$ cat src/hdl/cabh_pkg.sv
// ---------------------------------------------------------------------------
// CRC-32 augmented byte hash package
// Widths, reset constants and the per-byte CRC term shared by the block.
// ---------------------------------------------------------------------------
package cabh_pkg;

  localparam int unsigned CrcWidth  = 32;
  localparam int unsigned ByteWidth = 8;

  typedef logic [CrcWidth-1:0]  crc_t;
  typedef logic [ByteWidth-1:0] byte_t;

  localparam crc_t CrcPolyReset = 32'h04C1_1DB7;
  localparam crc_t CrcTopBit    = 32'h8000_0000;
  localparam crc_t CrcZero      = '0;

  // Top byte placed in the high end and run through eight polynomial steps.
  function automatic crc_t crc_top_term(input byte_t top, input crc_t poly);
    crc_t v;
    v = {top, {(CrcWidth - ByteWidth){1'b0}}};
    for (int k = 0; k < ByteWidth; k++) begin
      if ((v & CrcTopBit) != CrcZero) begin
        v = (v << 1) ^ poly;
      end else begin
        v = v << 1;
      end
    end
    return v;
  endfunction

endpackage

$ cat src/hdl/cabh_byte_update.sv
// ---------------------------------------------------------------------------
// CRC byte update
// Shifts one message byte into the low end of the CRC register and folds in
// the polynomial term of the byte that leaves the top.
// ---------------------------------------------------------------------------
module cabh_byte_update (
  input  cabh_pkg::crc_t  crc_i,
  input  cabh_pkg::byte_t byte_i,
  input  cabh_pkg::crc_t  poly_i,
  output cabh_pkg::crc_t  crc_o
);
  import cabh_pkg::*;

  assign crc_o = crc_top_term(crc_i[CrcWidth-1 -: ByteWidth], poly_i)
               ^ {crc_i[CrcWidth-ByteWidth-1:0], byte_i};

endmodule

$ cat src/hdl/crc32_augmented_byte_hash_top.sv
// ---------------------------------------------------------------------------
// CRC-32 augmented byte hash
// Top level: input register, byte update, CRC state and result register.
// ---------------------------------------------------------------------------
// Each request on the s_axis channel carries one message byte. tuser bit 0
// says whether the byte is present, tuser bit 1 clears the CRC register to
// zero before the byte, and tlast closes the message. For each request with
// tlast set, one request leaves on m_axis with the inverted CRC register in
// tdata and a zero flag in tuser; other requests produce no output.
// A request is registered in the input register on acceptance and processed
// from there; a closing request's result then goes into the result register,
// which holds it until it is taken. One request is accepted every cycle while
// the processing stage is not waiting for the result register; the single CRC
// update per cycle in the byte update stage sets that figure.
// When the receiver stalls, the pending result is held in the result
// register and input keeps flowing until a second closing request reaches
// the processing stage, which then waits for the result register to free.
// Reset clears the CRC register, loads the polynomial with 0x04C11DB7 and
// empties both stages. The cfg channel is always ready and should be written
// only while no request is in flight.
// ---------------------------------------------------------------------------
module crc32_augmented_byte_hash_top (
  input  logic                  clk_i,
  input  logic                  rst_ni,
  input  logic                  cfg_valid_i,
  output logic                  cfg_ready_o,
  input  logic [31:0]           cfg_data_i,      // polynomial
  input  logic                  s_axis_tvalid,
  output logic                  s_axis_tready,
  input  logic [7:0]            s_axis_tdata,    // data_byte
  input  logic [1:0]            s_axis_tuser,    // byte_present, first_of_message
  input  logic                  s_axis_tlast,    // last_of_message
  output logic                  m_axis_tvalid,
  input  logic                  m_axis_tready,
  output logic [31:0]           m_axis_tdata,    // hash_value
  output logic                  m_axis_tuser     // hash_is_zero
);
  import cabh_pkg::*;

  crc_t  poly_q, poly_d;
  crc_t  crc_q, crc_d;
  logic  in_valid_q, in_valid_d;
  byte_t in_byte_q;
  logic  in_present_q, in_first_q, in_last_q;
  logic  out_valid_q, out_valid_d;
  crc_t  out_hash_q;
  logic  out_zero_q;

  crc_t  crc_cur, crc_upd, crc_next, hash_next;
  logic  in_accept, out_free, stage_adv, out_load;

  assign cfg_ready_o = 1'b1;
  assign poly_d      = (cfg_valid_i) ? cfg_data_i : poly_q;

  assign in_accept     = s_axis_tvalid && s_axis_tready;
  assign out_free      = !out_valid_q || m_axis_tready;
  assign stage_adv     = in_valid_q && (!in_last_q || out_free);
  assign out_load      = stage_adv && in_last_q;
  assign s_axis_tready = !in_valid_q || stage_adv;

  assign crc_cur = in_first_q ? CrcZero : crc_q;

  cabh_byte_update u_byte_update (
    .crc_i  (crc_cur),
    .byte_i (in_byte_q),
    .poly_i (poly_q),
    .crc_o  (crc_upd)
  );

  assign crc_next  = in_present_q ? crc_upd : crc_cur;
  assign hash_next = ~crc_next;

  always_comb begin
    crc_d       = stage_adv ? crc_next : crc_q;
    in_valid_d  = in_accept || (in_valid_q && !stage_adv);
    out_valid_d = out_load || (out_valid_q && !m_axis_tready);
  end

  always_ff @(posedge clk_i or negedge rst_ni) begin
    if (!rst_ni) begin
      poly_q      <= CrcPolyReset;
      crc_q       <= CrcZero;
      in_valid_q  <= 1'b0;
      out_valid_q <= 1'b0;
    end else begin
      poly_q      <= poly_d;
      crc_q       <= crc_d;
      in_valid_q  <= in_valid_d;
      out_valid_q <= out_valid_d;
    end
  end

  always_ff @(posedge clk_i) begin
    if (in_accept) begin
      in_byte_q    <= s_axis_tdata;
      in_present_q <= s_axis_tuser[0];
      in_first_q   <= s_axis_tuser[1];
      in_last_q    <= s_axis_tlast;
    end
    if (out_load) begin
      out_hash_q <= hash_next;
      out_zero_q <= (hash_next == CrcZero);
    end
  end

  assign m_axis_tvalid = out_valid_q;
  assign m_axis_tdata  = out_hash_q;
  assign m_axis_tuser  = out_zero_q;

endmodule

$ cat config.mk
export PLATFORM = sky130hd
export DESIGN_NAME = crc32_augmented_byte_hash_top
export DESIGN_NICKNAME = d
export VERILOG_FILES = /design/src/hdl/cabh_pkg.sv /design/src/hdl/cabh_byte_update.sv /design/src/hdl/crc32_augmented_byte_hash_top.sv
export SDC_FILE = /design/constraint.sdc
export NUM_CORES = 1
export LEC_CHECK = 0
export BUFFER_PORTS_ARGS = -buffer_cell sky130_fd_sc_hd__buf_2
export CAP_MARGIN = 20
export CORE_MARGIN = 5
export CORE_UTILIZATION = 45
export CTS_CLUSTER_DIAMETER = 80
export DETAILED_ROUTE_END_ITERATION = 10
export PLACE_DENSITY = 0.64
export SKIP_CTS_REPAIR_TIMING = 1
export SLEW_MARGIN = 20
export SYNTH_ARGS = -nofsm -noshare
export SYNTH_HDL_FRONTEND = slang
export SYNTH_SLANG_ARGS = --single-unit
$ cat constraint.sdc
create_clock -name clk_i -period 9.5 [get_ports clk_i]
set_clock_uncertainty 0.1 [all_clocks]
set_input_delay 1.425 -clock clk_i [delete_from_list [all_inputs] [get_ports clk_i]]
set_output_delay 1.425 -clock clk_i [all_outputs]
set_load 0.05 [all_outputs]
# --- Word level (Yosys, flattened, before mapping) ---
# Cells that the tools add are included.
word_totals:
  regBits: 110
  latch_bits: 0
  ramBits: 0
  rom_bits: 0
  inputBits: 48
  out_inout_bits: 36
  word_cells: 46
  n_memories: 0
op_classes:
  n_addsub: 0
  multipliers: 0
  div_mod_pow: 0
  magnitude_cmp: 0
  n_eq_ne: 0
  shifts: 0
  mux: 10
  bitwise: 10
  n_reduce_logical: 16
op_table:
  columns: ["operator", "n"]
  rows:
  - ["2-to-1 mux 32 bit", 10]
  - ["bitwise XOR 32 bit", 9]
  - ["zero test 32 bit", 1]
  - ["inverter 32 bit", 1]
  - ["logical AND 1 bit", 5]
  - ["zero test 1 bit", 5]
  - ["logical OR 1 bit", 5]

# --- Logic depth before layout (Yosys ltp) ---
depth:
  ltp_word: 21
  ltp_mapped: 20

# --- Hierarchy ---
# A second synthesis with hierarchy kept.
hier_totals:
  cells_unflattened: 1436
  area_unflattened_um2: 11539.8
modules_own_cells:
  columns: ["mod", "instances", "cells_per_inst", "area_each_um2"]
  rows:
  - ["cabh_byte_update", 1, 1099, 6911.6]
  - ["crc32_augmented_byte_hash_top", 1, 337, 4628.2]

# --- Worst setup path after synthesis ---
# No wires, ideal clock.
synth_timing:
  path_kind: "register -> register"
  start: "register poly_q[26]"
  end: "register out_zero_q (netlist: m_axis_tuser) (data pin)"
  setup_ns: 0.170
  arrival_ns: 4.615
  required_ns: 9.230
  setup_slack_ns: 4.615
  path_stages_with_launch: 16
  path_buffers: 1
  period_less_slack_ns: 4.885
  path_cell_list: "dfstp_2 clkbuf_1 a21boi_0 o211ai_1 or3_1 nand3_1 or4_1 o221a_4 xnor3_1 nand2_1 xnor3_1 or4_1 and3_4 or4_1 or4b_1 nor4_2"
synth_between:
  elab_chain_cells: 19
  elab_cells_between_ends: 20
  classes_between: "9 x mux; 10 x bitwise; 1 x reduce/logical"
synth_lines:
  columns: ["item", "line_no", "rtl"]
  rows:
  - ["start, declared", "crc32_augmented_byte_hash_top.sv:40", "crc_t poly_q, poly_d;"]
  - ["start signal, assigned", "crc32_augmented_byte_hash_top.sv:81", "poly_q <= CrcPolyReset;"]
  - ["start signal, assigned", "crc32_augmented_byte_hash_top.sv:86", "poly_q <= poly_d;"]
  - ["bitwise XOR 32 bit", "cabh_pkg.sv:23", "v = (v << 1) ^ poly;"]
  - ["2-to-1 mux 32 bit", "cabh_pkg.sv:22", "if ((v & CrcTopBit) != CrcZero) begin"]
  - ["bitwise XOR 32 bit", "cabh_pkg.sv:23", null]
  - ["2-to-1 mux 32 bit (*)", "cabh_pkg.sv:22", null]
  - ["bitwise XOR 32 bit", "cabh_pkg.sv:23", null]
  - ["2-to-1 mux 32 bit (*)", "cabh_pkg.sv:22", null]
  - ["bitwise XOR 32 bit", "cabh_pkg.sv:23", null]
  - ["2-to-1 mux 32 bit (*)", "cabh_pkg.sv:22", null]
  - ["(+3 left out)", null, null]
  - ["2-to-1 mux 32 bit (*) (2 in series)", "cabh_pkg.sv:22", null]
  - ["bitwise XOR 32 bit", "cabh_pkg.sv:23", null]
  - ["2-to-1 mux 32 bit (*)", "cabh_pkg.sv:22", null]
  - ["bitwise XOR 32 bit (*)", "cabh_byte_update.sv:15", "^ {crc_i[CrcWidth-ByteWidth-1:0], byte_i};"]
  - ["2-to-1 mux 32 bit (*)", "crc32_augmented_byte_hash_top.sv:70", "assign crc_next = in_present_q ? crc_upd : crc_cur;"]
  - ["inverter 32 bit (*)", "crc32_augmented_byte_hash_top.sv:71", "assign hash_next = ~crc_next;"]
  - ["via hash_next[4]", "crc32_augmented_byte_hash_top.sv:49", "crc_t crc_cur, crc_upd, crc_next, hash_next;"]
  - ["zero test 32 bit (*)", "crc32_augmented_byte_hash_top.sv:102", "out_zero_q <= (hash_next == CrcZero);"]
  - ["end signal, assigned", "crc32_augmented_byte_hash_top.sv:102", null]
  - ["end, declared", "crc32_augmented_byte_hash_top.sv:47", "logic out_zero_q;"]
# Mark *: on every way through the listed nets, which the timed path passes. The rest lies on a longest branch.
# A chain may end at the register's enable or synchronous reset.

# --- Final worst setup path ---
layout_timing:
  start: "register crc_q[31]"
  end: "register out_zero_q (netlist: m_axis_tuser) (data pin)"
layout_between:
  elab_cells_between_ends: 20
  classes_between: "10 x mux; 9 x bitwise; 1 x reduce/logical"
layout_rtl:
  columns: ["item", "line_no", "rtl"]
  rows:
  - ["start, declared", "crc32_augmented_byte_hash_top.sv:41", "crc_t crc_q, crc_d;"]
  - ["start signal, assigned", "crc32_augmented_byte_hash_top.sv:82", "crc_q <= CrcZero;"]
  - ["start signal, assigned", "crc32_augmented_byte_hash_top.sv:87", "crc_q <= crc_d;"]
  - ["2-to-1 mux 32 bit (*)", "crc32_augmented_byte_hash_top.sv:61", "assign crc_cur = in_first_q ? CrcZero : crc_q;"]
  - ["2-to-1 mux 32 bit (*)", "cabh_pkg.sv:22", null]
  - ["bitwise XOR 32 bit", "cabh_pkg.sv:23", null]
  - ["2-to-1 mux 32 bit (*)", "cabh_pkg.sv:22", null]
  - ["bitwise XOR 32 bit", "cabh_pkg.sv:23", null]
  - ["2-to-1 mux 32 bit (*) (2 in series)", "cabh_pkg.sv:22", null]
  - ["bitwise XOR 32 bit or 2-to-1 mux 32 bit (tied branches)", "cabh_pkg.sv:23, cabh_pkg.sv:22", null]
  - ["2-to-1 mux 32 bit (*)", "cabh_pkg.sv:22", null]
  - ["(+3 left out)", null, null]
  - ["2-to-1 mux 32 bit (*)", "cabh_pkg.sv:22", null]
  - ["bitwise XOR 32 bit or 2-to-1 mux 32 bit (tied branches)", "cabh_pkg.sv:23, cabh_pkg.sv:22", null]
  - ["2-to-1 mux 32 bit (*)", "cabh_pkg.sv:22", null]
  - ["bitwise XOR 32 bit (*)", "cabh_byte_update.sv:15", null]
  - ["2-to-1 mux 32 bit (*)", "crc32_augmented_byte_hash_top.sv:70", null]
  - ["inverter 32 bit (*)", "crc32_augmented_byte_hash_top.sv:71", null]
  - ["via hash_next[4]", "crc32_augmented_byte_hash_top.sv:49", null]
  - ["zero test 32 bit (*)", "crc32_augmented_byte_hash_top.sv:102", null]
# Marked as above.

==> run metrics <==
Post-synth top flop dfrtp_1; Die Wd 148 um; EDFF count, synth 44; largest net degree at the start of global routing 67; status complete, no violations; worst skew pair latency 0.36 ns; critical path arrival 5.83 ns; DPL Wire Length about 14 mm; total CTS buffers 9; Syn Std Cell Area roughly 0.0086 sq mm; Critical Path Fanout Max 53; n_diodes 0; via count of the first global-routing pass 6489; fin. max-slew vios 0; # H-tree levels 3; layout overhead on the synthesized area 9.76%; Worst slew margin between 30 and 40%; synthesized area per cell 8.54 sq um; reported max-cap violation count 0; DRC viols 0; Setup TNS 0 ns; Die H 148 um; GPL Wtd Cong 0.865; # nets final 1065; fillers about 1700; Detailed Route Iter0 Violations 552; Crit Path Class reg -> reg; minimum clock period 5.74 ns; remaining antenna violation count after routing 0; RSZ-0062 raised after global routing no; layout cells sized above 1 between 10% and 20%; Mapped Nets 1052; vias per cell ~5.4; HP Class reg -> reg; num rows 50; Clock Path Buffers 2; initial antenna violation count 0; clock transition at the registers of the reported paths 0.07 ns; first-pass GRT wire length 35.1 mm; Distinct cells, synth 64; die area 0.0219 sq mm; gr usage total 19.9%; Top Ports 84; Starting Density 45.9%; Required @ worst endpoint roughly 9.6 ns; Finish-stage setup viols 0; Placed Area 0.00906 sq mm; PortBufs 82; post-synth top area cell edfxtp_1; crit path capture type flop; grt ovf 0; clock root buffer master clkbuf_16; Worst-Margin Slew 1.01 ns; Async S/R FF share, synth approximately 60%; CTS tree yes; drt first pass iters 5; CTS sink count 110; yosys warns 0; Final Cycle Share 60.4%; #FFs+latches synth between 100 and 150; Fin. Hold Viols 0; Final Cell Area 0.00941 sq mm; largest cells by area after synthesis edfxtp_1, dfrtp_1, xnor2_1; Routed WL 21.5 mm; Wirelength per Cell 17.1 um; Max Freq roughly 0.17 GHz; via count 6809; Seq/Total Area, Yosys 34.9%; core area 0.0187 sq mm; CP startpoint kind flop; Cells after Synth roughly 1000; Yosys top cell area share 15.4%
sequential cells by signal, summed over array words and instances (netlist names):
name,flops
in_byte_q,8
crc_q,32
m_axis_tvalid,1
m_axis_tuser,1
poly_q,32
in_present_q,1
m_axis_tdata,32
in_first_q,1
in_last_q,1
in_valid_q,1
layout by cell type, fill, tap and decap left out, types with 4 or more instances in the layout:
cell type  count
nand2_1      233
xnor2_1      141
buf_2         82
nor2_1        66
dfrtp_1       52
edfxtp_1      44
xor2_1        40
a21oi_1       35
inv_1         31
o21ai_0       29
or4_1         22
xnor3_1       20
o31ai_1       19
nor3b_1       17
buf_4         14
dfstp_2       14
a32oi_1       12
nand3_1       10
mux2_2        10
clkbuf_16      9
a31oi_1        8
a22o_1         8
and3b_1        6
and2_1         6
nor4_1         6
nor2b_1        5
o211ai_1       5
nor3_1         5
or3_1          4
o21a_1         4
nand2b_1       4
nand4_1        4
bufinv_16      4
cells in the mapped netlist (3+ instances only):
library cell / count
nand2_1: 233
xnor2_1: 142
clkbuf_1: 70
nor2_1: 66
dfrtp_1: 52
edfxtp_1: 44
xor2_1: 42
a21oi_1: 35
inv_1: 31
o21ai_0: 29
or4_1: 22
xnor3_1: 20
o31ai_1: 19
nor3b_1: 18
dfstp_2: 14
a32oi_1: 12
buf_1: 12
mux2_2: 10
nand3_1: 10
a22o_1: 8
a31oi_1: 8
and2_1: 6
and3b_1: 6
buf_2: 6
nor4_1: 6
nor2b_1: 5
nor3_1: 5
o211ai_1: 5
a21boi_0: 4
buf_4: 4
nand2b_1: 4
nand4_1: 4
o21a_1: 4
or3_1: 4
mux2i_1: 3
or2_2: 3
path summary, 6_finish.rpt:
| kind | start | end | slack (ns) | depth (start not counted) |
|---|---|---|---|---|
| max | crc_q[31]$_DFFE_PN0P_ | m_axis_tuser$_DFFE_PP_ | 3.76 | 17 |
| min | in_valid_q$_DFF_PN0_ | in_valid_q$_DFF_PN0_ | 0.47 | 2 |
| max reg2reg | crc_q[31]$_DFFE_PN0P_ | m_axis_tuser$_DFFE_PP_ | 3.76 | 17 |
| min reg2reg | in_valid_q$_DFF_PN0_ | in_valid_q$_DFF_PN0_ | 0.47 | 2 |
| max in group asynchronous | rst_ni | crc_q[3]$_DFFE_PN0P_ | 7.54 | 2 |
| min in group asynchronous | rst_ni | crc_q[20]$_DFFE_PN0P_ | 1.18 | 2 |
worst max-delay path: stages, from the launching register on:
cell,delay (ns)
dfrtp_1,0.33
buf_4,0.40
and3b_1,0.24
or2_0,0.31
or3_1,0.35
a41oi_1,0.34
nor2_1,0.13
xor2_2,0.16
buf_4,0.37
xor2_1,0.18
nand3_1,0.15
nor3b_2,0.23
buf_4,0.27
or4_1,0.55
and3_4,0.17
or4_1,0.49
or4b_1,0.52
nor4_2,0.21
cell type report:
class | count | area (sq um) | area share [%]
multi-input cells | 769 | 5140 | 54.6
flip-flops and latches | 110 | 2990 | 31.8
repair buffers | 96 | 515 | 5.48
well taps | 234 | 293 | 3.11
clock buffers | 12 | 236 | 2.51
clock inverters | 4 | 120 | 1.28
inverters | 31 | 116 | 1.24
per-layer routing:
metal | wire length, um | track usage [%] | vias up
li1 | - | - | 3379
met1 | 10200 | 27.8 | 3240
met2 | 9980 | 32.2 | 172
met3 | 1080 | 4.08 | 18
met4 | 242 | 4.25 | 0
met5 | 0 | 0 | -
kinds of logic (layout without fill, tap and decap cells):
family                 count (synthesis)  in the layout  synth area share [%]
XOR/XNOR                             206            206                  24.6
multiplexers                          13             13                  1.66
AO/OA/AOI/OAI                        148            148                  11.7
flip-flops                           110            110                  34.9
buffers and inverters                125            143                  5.76
AND/OR/NAND/NOR                      401            401                  21.4
other                                  1              1                0.0437
stage by stage:
stage | worst slack, ns | utilization [%] | hold WS (ns) | instances
floorplan | 4.61 | - | 0.417 | 1004
global placement | 3.95 | 48.4 | 0.451 | 1240
detailed placement | 3.82 | 48.4 | 0.465 | 1240
CTS | 3.80 | 50.3 | 0.485 | 1256
global route | 3.47 | 50.3 | 0.513 | 1256
finish | 3.76 | 50.3 | 0.472 | 1256
Power is not shown: default switching activity piles up to over one toggle a cycle in this logic, so the estimate is an artifact.
